<file path="src/rtl/mbsp_pkg.sv">
// ----------------------------------------------------------------------------
// mbsp_pkg
// Shared types and codes for the MIDI byte stream parser: message kinds,
// parse phases, the classified byte item and the result record.
// ----------------------------------------------------------------------------
package mbsp_pkg;

  // message kind codes
  localparam logic [3:0] KIND_CC        = 4'd3;
  localparam logic [3:0] KIND_PROG      = 4'd4;
  localparam logic [3:0] KIND_CHANPRESS = 4'd5;
  localparam logic [3:0] KIND_COMMON    = 4'd7;
  localparam logic [3:0] KIND_REALTIME  = 4'd8;
  localparam logic [3:0] KIND_CHANMODE  = 4'd9;

  // system common subtypes
  localparam logic [2:0] COMMON_SYSEX_START = 3'd0;
  localparam logic [2:0] COMMON_TIME_CODE   = 3'd1;
  localparam logic [2:0] COMMON_SONG_SELECT = 3'd3;

  // special bytes and limits
  localparam logic [7:0] BYTE_EOX       = 8'hF7;
  localparam logic [6:0] CC_LAST_NORMAL = 7'd119;
  localparam logic [6:0] CHANMODE_BASE  = 7'd120;

  // parser phase
  typedef enum logic [1:0] {
    PH_EMPTY  = 2'd0,
    PH_STATUS = 2'd1,
    PH_DATA0  = 2'd2,
    PH_SYSEX  = 2'd3
  } mbsp_phase_t;

  // one classified input byte
  typedef struct packed {
    logic [7:0] raw;
    logic       is_status;
    logic       is_eox;
    logic       is_common;
    logic       is_realtime;
    logic [3:0] kind;
    logic [3:0] channel;
  } mbsp_item_t;

  // one result transaction
  typedef struct packed {
    logic       message_ready;
    logic [3:0] message_kind;
    logic [3:0] channel_number;
    logic [6:0] first_data;
    logic [6:0] second_data;
    logic [2:0] sub_kind;
    logic [7:0] sysex_count;
    logic       sysex_byte_valid;
    logic [6:0] sysex_position;
    logic [7:0] sysex_byte;
  } mbsp_result_t;

endpackage

</file>
<file path="src/rtl/mbsp_front.sv">
// ----------------------------------------------------------------------------
// mbsp_front
// Input side: takes raw bytes and classifies them before they enter the
// queue toward the parser core.
// ----------------------------------------------------------------------------
module mbsp_front import mbsp_pkg::*; (
  input  logic       in_valid,
  output logic       in_ready,
  input  logic [7:0] in_midi_byte,
  input  logic       q_full,
  output logic       q_push,
  output mbsp_item_t q_item
);

  // accept whenever the queue has room
  assign in_ready = !q_full;
  assign q_push   = in_valid && !q_full;

  // split the byte into status flags, kind and channel
  always_comb begin
    q_item             = '0;
    q_item.raw         = in_midi_byte;
    q_item.is_status   = in_midi_byte[7];
    q_item.is_eox      = (in_midi_byte == BYTE_EOX);
    q_item.kind        = {1'b0, in_midi_byte[6:4]};
    q_item.channel     = in_midi_byte[3:0];
    q_item.is_common   = in_midi_byte[7] && ({1'b0, in_midi_byte[6:4]} == KIND_COMMON);
    q_item.is_realtime = q_item.is_common && in_midi_byte[3];
  end

endmodule

</file>
<file path="src/rtl/mbsp_queue.sv">
// ----------------------------------------------------------------------------
// mbsp_queue
// Two-entry queue of classified bytes between the front and the parser core.
// ----------------------------------------------------------------------------
module mbsp_queue import mbsp_pkg::*; (
  input  logic       clk,
  input  logic       rst_n,
  input  logic       push,
  input  mbsp_item_t push_item,
  output logic       full,
  input  logic       pop,
  output logic       not_empty,
  output mbsp_item_t head_item
);

  mbsp_item_t entry_r [2];
  logic       wr_ptr_r, wr_ptr_nxt;
  logic       rd_ptr_r, rd_ptr_nxt;
  logic [1:0] count_r, count_nxt;

  assign full      = (count_r == 2'd2);
  assign not_empty = (count_r != 2'd0);
  assign head_item = entry_r[rd_ptr_r];

  // pointer and fill count update
  always_comb begin
    wr_ptr_nxt = push ? !wr_ptr_r : wr_ptr_r;
    rd_ptr_nxt = pop ? !rd_ptr_r : rd_ptr_r;
    count_nxt  = count_r;
    if (push && !pop) begin
      count_nxt = count_r + 2'd1;
    end else if (pop && !push) begin
      count_nxt = count_r - 2'd1;
    end
  end

  always_ff @(posedge clk) begin
    if (!rst_n) begin
      wr_ptr_r <= 1'b0;
      rd_ptr_r <= 1'b0;
      count_r  <= 2'd0;
    end else begin
      wr_ptr_r <= wr_ptr_nxt;
      rd_ptr_r <= rd_ptr_nxt;
      count_r  <= count_nxt;
    end
  end

  // entry storage
  always_ff @(posedge clk) begin
    if (push) begin
      entry_r[wr_ptr_r] <= push_item;
    end
  end

endmodule

</file>
<file path="src/rtl/mbsp_back.sv">
// ----------------------------------------------------------------------------
// mbsp_back
// Parser core: running status state machine, data byte collection, SysEx
// payload indexing and the registered result stage.
// ----------------------------------------------------------------------------
module mbsp_back import mbsp_pkg::*; #(
  parameter int SYSEX_CAPACITY = 128
) (
  input  logic         clk,
  input  logic         rst_n,
  input  logic         q_not_empty,
  input  mbsp_item_t   q_item,
  output logic         q_pop,
  output logic         res_valid,
  input  logic         res_ready,
  output mbsp_result_t res
);

  localparam logic [7:0] SysexCap = 8'(SYSEX_CAPACITY);

  mbsp_phase_t  phase_r, phase_nxt;
  logic [3:0]   running_r, running_nxt;
  logic [3:0]   kind_r, kind_nxt;
  logic [3:0]   chan_r, chan_nxt;
  logic [6:0]   first_r, first_nxt;
  logic [6:0]   second_r, second_nxt;
  logic [2:0]   common_sub_r, common_sub_nxt;
  logic [2:0]   sub_r, sub_nxt;
  logic [7:0]   sx_count_r, sx_count_nxt;
  logic         out_valid_r, out_valid_nxt;
  mbsp_result_t res_r, res_nxt;
  logic         msg_ready;
  logic         sx_valid;
  logic         one_byte;
  logic [6:0]   data7;
  logic [6:0]   mode_sub;

  // pop when the result stage is free or being drained
  assign q_pop     = q_not_empty && (!out_valid_r || res_ready);
  assign res_valid = out_valid_r;
  assign res       = res_r;
  assign data7     = q_item.raw[6:0];
  assign mode_sub  = data7 - CHANMODE_BASE;

  // one data byte messages
  assign one_byte = (running_r == KIND_CHANPRESS) || (running_r == KIND_PROG) ||
                    ((running_r == KIND_COMMON) &&
                     ((common_sub_r == COMMON_TIME_CODE) ||
                      (common_sub_r == COMMON_SONG_SELECT)));

  // next state of the parser
  always_comb begin
    phase_nxt      = phase_r;
    running_nxt    = running_r;
    kind_nxt       = kind_r;
    chan_nxt       = chan_r;
    first_nxt      = first_r;
    second_nxt     = second_r;
    common_sub_nxt = common_sub_r;
    sub_nxt        = sub_r;
    sx_count_nxt   = sx_count_r;
    msg_ready      = 1'b0;
    sx_valid       = 1'b0;
    if (q_pop) begin
      case (phase_r)
        PH_EMPTY: begin
          if (q_item.is_status) begin
            chan_nxt    = q_item.channel;
            kind_nxt    = q_item.kind;
            first_nxt   = '0;
            second_nxt  = '0;
            running_nxt = q_item.kind;
            phase_nxt   = PH_STATUS;
            if (q_item.is_common) begin
              chan_nxt = '0;
              if (q_item.is_realtime) begin
                kind_nxt    = KIND_REALTIME;
                running_nxt = KIND_REALTIME;
                sub_nxt     = q_item.raw[2:0];
                phase_nxt   = PH_EMPTY;
                msg_ready   = 1'b1;
              end else begin
                common_sub_nxt = q_item.raw[2:0];
                if (q_item.raw[2:0] == COMMON_SYSEX_START) begin
                  phase_nxt    = PH_SYSEX;
                  sx_count_nxt = '0;
                end else if (q_item.raw[2:0] > COMMON_SONG_SELECT) begin
                  phase_nxt = PH_EMPTY;
                  msg_ready = 1'b1;
                end
              end
            end
          end else begin
            // running status data byte
            kind_nxt   = running_r;
            first_nxt  = data7;
            second_nxt = '0;
            phase_nxt  = PH_DATA0;
          end
        end
        PH_STATUS: begin
          if (!q_item.is_status) begin
            first_nxt = data7;
            if (one_byte) begin
              phase_nxt = PH_EMPTY;
              msg_ready = 1'b1;
            end else begin
              phase_nxt = PH_DATA0;
            end
            if ((running_r == KIND_CC) && (data7 > CC_LAST_NORMAL)) begin
              kind_nxt    = KIND_CHANMODE;
              running_nxt = KIND_CHANMODE;
              sub_nxt     = mode_sub[2:0];
            end
          end else begin
            phase_nxt = PH_EMPTY;
          end
        end
        PH_DATA0: begin
          if (!q_item.is_status) begin
            second_nxt = data7;
            msg_ready  = 1'b1;
          end
          phase_nxt = PH_EMPTY;
        end
        PH_SYSEX: begin
          if (q_item.is_eox) begin
            phase_nxt = PH_EMPTY;
            msg_ready = 1'b1;
          end else if (sx_count_r < SysexCap) begin
            sx_valid     = 1'b1;
            sx_count_nxt = sx_count_r + 8'd1;
          end
        end
        default: begin
          phase_nxt = PH_EMPTY;
        end
      endcase
    end
  end

  // assemble the result record
  always_comb begin
    res_nxt             = '0;
    res_nxt.sysex_count = sx_count_nxt;
    if (msg_ready) begin
      res_nxt.message_ready  = 1'b1;
      res_nxt.message_kind   = kind_nxt;
      res_nxt.channel_number = chan_nxt;
      res_nxt.first_data     = first_nxt;
      res_nxt.second_data    = second_nxt;
      if (kind_nxt == KIND_COMMON) begin
        res_nxt.sub_kind = common_sub_nxt;
      end else if ((kind_nxt == KIND_REALTIME) || (kind_nxt == KIND_CHANMODE)) begin
        res_nxt.sub_kind = sub_nxt;
      end
    end
    if (sx_valid) begin
      res_nxt.sysex_byte_valid = 1'b1;
      res_nxt.sysex_position   = sx_count_r[6:0];
      res_nxt.sysex_byte       = q_item.raw;
    end
  end

  // result stage handshake
  always_comb begin
    out_valid_nxt = out_valid_r;
    if (q_pop) begin
      out_valid_nxt = 1'b1;
    end else if (res_ready) begin
      out_valid_nxt = 1'b0;
    end
  end

  always_ff @(posedge clk) begin
    if (!rst_n) begin
      phase_r      <= PH_EMPTY;
      running_r    <= '0;
      kind_r       <= '0;
      chan_r       <= '0;
      first_r      <= '0;
      second_r     <= '0;
      common_sub_r <= '0;
      sub_r        <= '0;
      sx_count_r   <= '0;
      out_valid_r  <= 1'b0;
    end else begin
      phase_r      <= phase_nxt;
      running_r    <= running_nxt;
      kind_r       <= kind_nxt;
      chan_r       <= chan_nxt;
      first_r      <= first_nxt;
      second_r     <= second_nxt;
      common_sub_r <= common_sub_nxt;
      sub_r        <= sub_nxt;
      sx_count_r   <= sx_count_nxt;
      out_valid_r  <= out_valid_nxt;
    end
  end

  // result payload
  always_ff @(posedge clk) begin
    if (q_pop) begin
      res_r <= res_nxt;
    end
  end

endmodule

</file>
<file path="src/rtl/midi_byte_stream_parser_unit.sv">
// ----------------------------------------------------------------------------
// midi_byte_stream_parser_unit
// MIDI byte stream parser with running status and SysEx payload indexing.
// ----------------------------------------------------------------------------
// Usage:
//   in_*  : one raw MIDI byte per transaction (valid/ready).
//   out_* : exactly one result transaction per input byte, in order. A result
//           carries a complete message when out_message_ready is 1, and a
//           stored SysEx payload byte when out_sysex_byte_valid is 1; the
//           SysEx count is given on every result.
//   Path: an accepted byte passes one queue stage, then the registered
//   result stage.
//   Throughput: one byte per cycle while out_ready stays high; each byte is
//   one pass of the parser state machine in the core.
//   Stalls: a two-entry queue sits between the input side and the core, and
//   the result register holds its transaction while out_ready is low; in_ready
//   drops only when the queue is full.
//   Reset (rst_n low, synchronous): parser empty, running status and held
//   message fields cleared, SysEx count zero, queue and result stage empty.
// ----------------------------------------------------------------------------
module midi_byte_stream_parser_unit import mbsp_pkg::*; #(
  parameter int SYSEX_CAPACITY = 128
) (
  input  logic       clk,
  input  logic       rst_n,
  input  logic       in_valid,
  output logic       in_ready,
  input  logic [7:0] in_midi_byte,
  output logic       out_valid,
  input  logic       out_ready,
  output logic       out_message_ready,
  output logic [3:0] out_message_kind,
  output logic [3:0] out_channel_number,
  output logic [6:0] out_first_data,
  output logic [6:0] out_second_data,
  output logic [2:0] out_sub_kind,
  output logic [7:0] out_sysex_count,
  output logic       out_sysex_byte_valid,
  output logic [6:0] out_sysex_position,
  output logic [7:0] out_sysex_byte
);

  logic         q_full;
  logic         q_push;
  logic         q_pop;
  logic         q_not_empty;
  mbsp_item_t   push_item;
  mbsp_item_t   head_item;
  mbsp_result_t res;

  // classify incoming bytes
  mbsp_front u_front (
    .in_valid     (in_valid),
    .in_ready     (in_ready),
    .in_midi_byte (in_midi_byte),
    .q_full       (q_full),
    .q_push       (q_push),
    .q_item       (push_item)
  );

  // decoupling queue
  mbsp_queue u_queue (
    .clk       (clk),
    .rst_n     (rst_n),
    .push      (q_push),
    .push_item (push_item),
    .full      (q_full),
    .pop       (q_pop),
    .not_empty (q_not_empty),
    .head_item (head_item)
  );

  // parser core and result stage
  mbsp_back #(
    .SYSEX_CAPACITY (SYSEX_CAPACITY)
  ) u_back (
    .clk         (clk),
    .rst_n       (rst_n),
    .q_not_empty (q_not_empty),
    .q_item      (head_item),
    .q_pop       (q_pop),
    .res_valid   (out_valid),
    .res_ready   (out_ready),
    .res         (res)
  );

  // unpack the result record
  assign out_message_ready    = res.message_ready;
  assign out_message_kind     = res.message_kind;
  assign out_channel_number   = res.channel_number;
  assign out_first_data       = res.first_data;
  assign out_second_data      = res.second_data;
  assign out_sub_kind         = res.sub_kind;
  assign out_sysex_count      = res.sysex_count;
  assign out_sysex_byte_valid = res.sysex_byte_valid;
  assign out_sysex_position   = res.sysex_position;
  assign out_sysex_byte       = res.sysex_byte;

endmodule

</file>
<file path="config.mk">
export PLATFORM = sky130hd
export DESIGN_NAME = midi_byte_stream_parser_unit
export DESIGN_NICKNAME = d
export VERILOG_FILES = /design/src/rtl/mbsp_pkg.sv /design/src/rtl/mbsp_front.sv /design/src/rtl/mbsp_queue.sv /design/src/rtl/mbsp_back.sv /design/src/rtl/midi_byte_stream_parser_unit.sv
export SDC_FILE = /design/constraint.sdc
export NUM_CORES = 1
export LEC_CHECK = 0
export BUFFER_PORTS_ARGS = -buffer_cell sky130_fd_sc_hd__buf_2
export CORE_MARGIN = 2
export CORE_UTILIZATION = 53
export DETAILED_ROUTE_END_ITERATION = 10
export GPL_TIMING_DRIVEN = 0
export PLACE_DENSITY = 0.74
export SKIP_LAST_GASP = 1
export SYNTH_ARGS = -nofsm -noshare
export SYNTH_HDL_FRONTEND = slang
export SYNTH_SLANG_ARGS = --single-unit
export TNS_END_PERCENT = 50
</file>
<file path="constraint.sdc">
create_clock -name clk -period 4.9 [get_ports clk]
set_clock_uncertainty 0.05 [all_clocks]
set_input_delay 0.49 -clock clk [delete_from_list [all_inputs] [get_ports clk]]
set_output_delay 0.49 -clock clk [all_outputs]
set_load 0.02 [all_outputs]
</file>
Yosys cells after proc, flatten, opt, wreduce, memory -nomap -nowiden
Memory sizes are Yosys's and may differ from the RTL's. A register that Yosys moved wholly into a read port is not among the register bits.
Index checks and enable logic that the tools add are counted.
Cells by class
  $add $sub $neg: 4
  $mul: 0
  divide/modulo/power cells: 0
  $lt $le $gt $ge: 3
  eq/ne operators: 18
  shift-type cells: 0
  multiplexer cells: 77
  bitwise operators: 0
  reductions and logical operators: 27
Operators with widths (count)
  8-bit 2-to-1 mux: 7
  4-bit 2-to-1 mux: 12
  3-bit 2-to-1 mux: 13
  7-bit 2-to-1 mux: 5
  7-bit case mux with 2 select lines: 2
  26-bit 2-to-1 mux: 1
  1-bit 2-to-1 mux: 21
  2-bit 2-to-1 mux: 9
  4-bit by 3-bit equality test with 1-bit output (second input constant): 4
  16-bit 2-to-1 mux: 1
  4-bit case mux with 2 select lines: 2
  8-bit case mux with 2 select lines: 1
  8-bit by 1-bit adder with 8-bit output (second input constant): 1
  4-bit equality test (second input constant): 2
  8-bit equality test (second input constant): 1
  1-bit logical AND: 8
  8-bit less-than comparator (second input constant): 1
  2-bit case mux with 4 select lines: 1
  2-bit nonzero test: 4
  7-bit greater-than comparator (second input constant): 1
  2-bit equality test (second input constant): 3
  1-bit zero test: 6
  3-bit case mux with 2 select lines: 1
  1-bit logical OR: 5
  16 further kinds: 17
Storage, ports and cells
  register bits: 97
  latch bits: 0
  bits in writable memories: 38
  memory bits (read-only): 0
  input bits: 12
  word-level logic and storage cells: 153
  memories kept: 1
Memory list
  u_queue.entry_r: depth 2, width 19, read ports 1, clocked after memory_dff 1, wr ports 1, RTL line mbsp_queue.sv:16  | mbsp_item_t entry_r [2];

Longest topological paths before layout
  word-level depth: 11
  gate-level depth with buffers: 10
  gate-level depth less buffers: 9

Hierarchy
Synthesis repeated with hierarchy kept, for this count alone.
Unflattened totals
  cell total of the unflattened synthesis: 466
  area, all modules: 5759.3 um2
By module, submodules not included
  mbsp_back: instances 1, cells an instance 358, area an instance 3926.3 um2, seq. area each 2362.3 um2
  mbsp_queue: instances 1, cells an instance 84, area an instance 1657.8 um2, seq. area each 1301.2 um2
  mbsp_front: instances 1, cells an instance 24, area an instance 175.2 um2, seq. area each 0.0 um2

Worst setup path after synthesis
No wires, ideal clock.
  path type: input -> register
  start: in out_ready
  end: reg u_back.res_r, in the netlist u_back.res[32], data pin
  data arrival time: 3.244 ns
  path slack: 1.351 ns
  stages on the path: 8
  path through: nand2b_1 -> o21ai_1 -> inv_1 -> buf_1 -> nand2_1 -> nand2_1 -> o21ai_0 -> and2_1
Between the ends
  word-level cells in the longest chain between the ends: 3
Ends and longest elaborated chain
  start: declaration: RTL line midi_byte_stream_parser_unit.sv:30  | input logic out_ready,
  1-bit logical OR (*): RTL line mbsp_back.sv:39  | assign q_pop = q_not_empty && (!out_valid_r || res_ready);
  1-bit logical AND (*): RTL line mbsp_back.sv:39
  named net q_pop: RTL line midi_byte_stream_parser_unit.sv:45  | logic q_pop;
  7-bit 2-to-1 mux / 1-bit 2-to-1 mux (equally long branches): RTL line mbsp_back.sv:64  | if (q_pop) begin
  end signal: assignment: RTL line mbsp_back.sv:204  | res_r <= res_nxt;
  end: declaration: RTL line mbsp_back.sv:31  | mbsp_result_t res_r, res_nxt;
The timed path passes the listed nets; every way through them passes the cells marked *.
A chain may end at the register's enable or synchronous reset.

==> summary.txt <==
Outcome
  – Outcome: finished clean

Floorplanning
  – Die footprint: 10300 um^2
  – Io pins: 64
  – Initial Util: 54.6%
  – Row count: 35
  – Die Span X: 102 um
  – Core ar.: 9240 um^2
  – Die height: 102 um

Worst setup path
  – Worst Path Class, Setup: reg -> reg
  – Slowest cell on crit path: mux2i_1
  – Critical Path Max Stage Delay: 1.02 ns
  – Critical path buffers and inverters: 2
  – CP cell instances: buf_6, buf_4, mux2i_1, nand3_1, o31ai_2, nand2_1, a22o_1, and2_1
  – CP max FO: 10
  – Delay-heaviest family, CP: multiplexers
  – CP Launch Type: flop
  – Worst EP arrival: 3.66 ns
  – Crit end category: flop
  – Req. time, crit path: 5.26 ns

Power
  – Switching part of the total: 37.3%
  – Int Pwr: 0.00256 W
  – Maximum vdd ir drop: 0.332 mV
  – Pwr dens: 667 nW/um^2
  – Leakage power: 2.33 nW
  – Seq pwr share: 35.9%
  – Psw: 0.00152 W
  – Comb pwr share: 34.2%
  – Clock group share of total power: 30.0%

Place
  – DP Cell Count: 640
  – Pre-CTS setup slack: 1.74 ns
  – RePlAce Congestion: 0.926
  – Dpl hpwl: 7800 um
  – IO buf count: 62

Global route
  – Vias in the first global route: 3636
  – Global-route wire length before repair: 18200 um
  – Largest net degree at the start of global routing: 44
  – Grt total ovfl: 0
  – Initial antenna violation count: 0
  – All-Layer GR Usage: 23.7%

Cells and area
  – Commonest non-fill, non-tap cell in the layout: edfxtp_1
  – Fin nets: 548
  – Diodes inserted: 0
  – Area grow syn2layout: 21.2%
  – Final Instance Count excl. Fillers: 672
  – Layout cells sized above 1: 19.9%
  – Most frequent cells in the layout: 72 x edfxtp_1, 67 x nor2_1, 64 x buf_2, 48 x dfxtp_1, 27 x and2_1

Yosys
  – Ys flop type: edfxtp_1
  – Number of synthesized flops with an enable pin: 72
  – Post-synthesis sequential area ratio: 61.9%
  – Synthesis Warnings: 0
  – Async set or reset register ratio after synthesis: 0%
  – Post-Syn Area: 5050 um^2
  – Top-area cell type share of the netlist area: 42.8%
  – #FFs+latches synth: 120
  – Synth cell types: 58
  – Ranking of synthesized cells by area: edfxtp_1 43%, dfxtp_1 19%, nor2_1 5.0%
  – Syn avg cell area: 11.3 um^2
  – Mapped Cells: 448
  – Leading area contributor after synthesis: edfxtp_1
  – Syn_nets: 466

STA
  – RSZ-0062 raised after global routing: no
  – Period utilisation layout: 67.2%
  – Min cycle time layout: 3.29 ns
  – Final max-slew violation count: 0
  – Worst setup margin: 1.61 ns
  – Worst-Margin Slew: 1.25 ns
  – Slew HR: 14.4%
  – Fmax: 304 MHz
  – Final Hold Fails: 0
  – Setup TNS: 0 ns
  – Setup violators final: 0

Routing
  – 1st-iter DRT viols: 311
  – Vias: 3834
  – Avg Vias per Cell: 5.71
  – Pre-antenna DRT Iters: 6
  – Post-DRT Antenna Nets: 0
  – Total Wirelength: 11500 um
  – Wire length per cell: 17.1 um
  – DRC: 0

Clock network
  – Root Buffer: clkbuf_8
  – H-tree lvl count: 4
  – Clock sink total: 120
  – CTS buffer count: 17
  – Setup Buffers After CTS: 0
  – Hold Buf Count CTS: 0
  – Post-CTS Resized: 0
  – CTS max path bufs: 2
  – CTS tree: built
  – Clock-pin slew on the worst setup and hold paths: 0.06 ns
  – Worst skew pair latency: 0.52 ns

Worst hold path
  – Worst hold path type: in -> reg

Run
  – # Max-Cap Violations: 0
[Yosys cell counts, types with 4 or more instances]
cell      instances
clkbuf_1         11
a21oi_1          19
nor2_1           67
nor3_1           12
o21ai_0          21
a22o_1            4
nand3_1          15
mux2_2            4
inv_1            12
o22ai_1           7
nand4_1           4
a21boi_0          4
nor2b_1          10
a31oi_1           7
nand2b_1          5
ha_1              6
nand2_1          26
mux2i_1           9
dfxtp_1          48
edfxtp_1         72
and2_1           27
[cell type report]
type | count | area, um^2
flip-flops and latches | 120 | 3120
fillers | 716 | 3120
multi-input cells | 300 | 1800
clock buffers | 20 | 425
repair buffers | 63 | 330
well taps | 129 | 161
clock inverters | 12 | 151
plain buffers | 15 | 70.1
inverters | 13 | 53.8
[power by group through the flow]
stage / registers, W / clock network [W] / logic [W]
2_1_floorplan: 0.00169 / 0 / 0.000740
3_3_place_gp: 0.00149 / 0 / 0.00133
3_5_place_dp: 0.00148 / 0 / 0.00138
4_1_cts: 0.00146 / 0.00122 / 0.00138
5_1_grt: 0.00149 / 0.00127 / 0.00152
6_report: 0.00146 / 0.00122 / 0.00139
[registers in the layout, summed over array words and instances (netlist names), named ones only]
name	flops
u_queue.wr_ptr_r	1
u_queue.entry_r	22
u_back.common_sub_r	3
u_back.second_r	7
u_back.first_r	7
u_back.sub_r	3
u_back.res_valid	1
u_back.kind_r	4
u_back.sx_count_r	8
u_back.running_r	4
u_back.phase_r	2
u_queue.rd_ptr_r	1
u_queue.count_r	2
u_back.res	50
u_back.chan_r	4
[cells by family (layout without fill, tap and decap cells)]
group	Yosys count	after routing	synth area share [%]
flip-flops	120	120	61.9
adder cells (fa/ha/maj)	6	6	1.49
multiplexers	14	14	2.97
AO/OA/AOI/OAI	95	95	12.7
AND/OR/NAND/NOR	182	182	18.1
buffers and inverters	28	123	2.43
XOR/XNOR	3	3	0.521
[metal layers]
layer	GRT usage (%)	vias up	wire (um)	share of wire (%)
li1	-	1807	-	-
met2	36.3	165	5280	46
met3	6.90	25	829	7.2
met1	31.9	1837	5130	45
met5	0	-	0	0
met4	9.46	0	224	2.0
[worst paths after layout]
kind / slack, ns / start / to / cells after the start
max: 1.61 / flop / u_back.sx_count_r[1] / 8
max reg2reg: 1.61 / flop / u_back.sx_count_r[1] / 8
min: 0.12 / in_midi_byte[7] / u_queue.entry_r[1][10] / 1
min reg2reg: 0.44 / u_back.chan_r[2] / u_back.chan_r[2] / 2
[metrics by stage]
| stage | cell area (um^2) | util [%] | hold slack (ns) | total power, W |
|---|---|---|---|---|
| after detailed placement | 5540 | 60.0 | 0.425 | 0.00286 |
| after floorplan | 5050 | - | 0.401 | 0.00243 |
| after CTS | 6120 | 66.2 | 0.113 | 0.00407 |
| after global routing | 6120 | 66.2 | 0.114 | 0.00428 |
| final | 6120 | 66.2 | 0.119 | 0.00408 |
| after global placement | 5520 | 59.7 | 0.418 | 0.00282 |
Note: power is estimated with default switching activity, not from simulation.
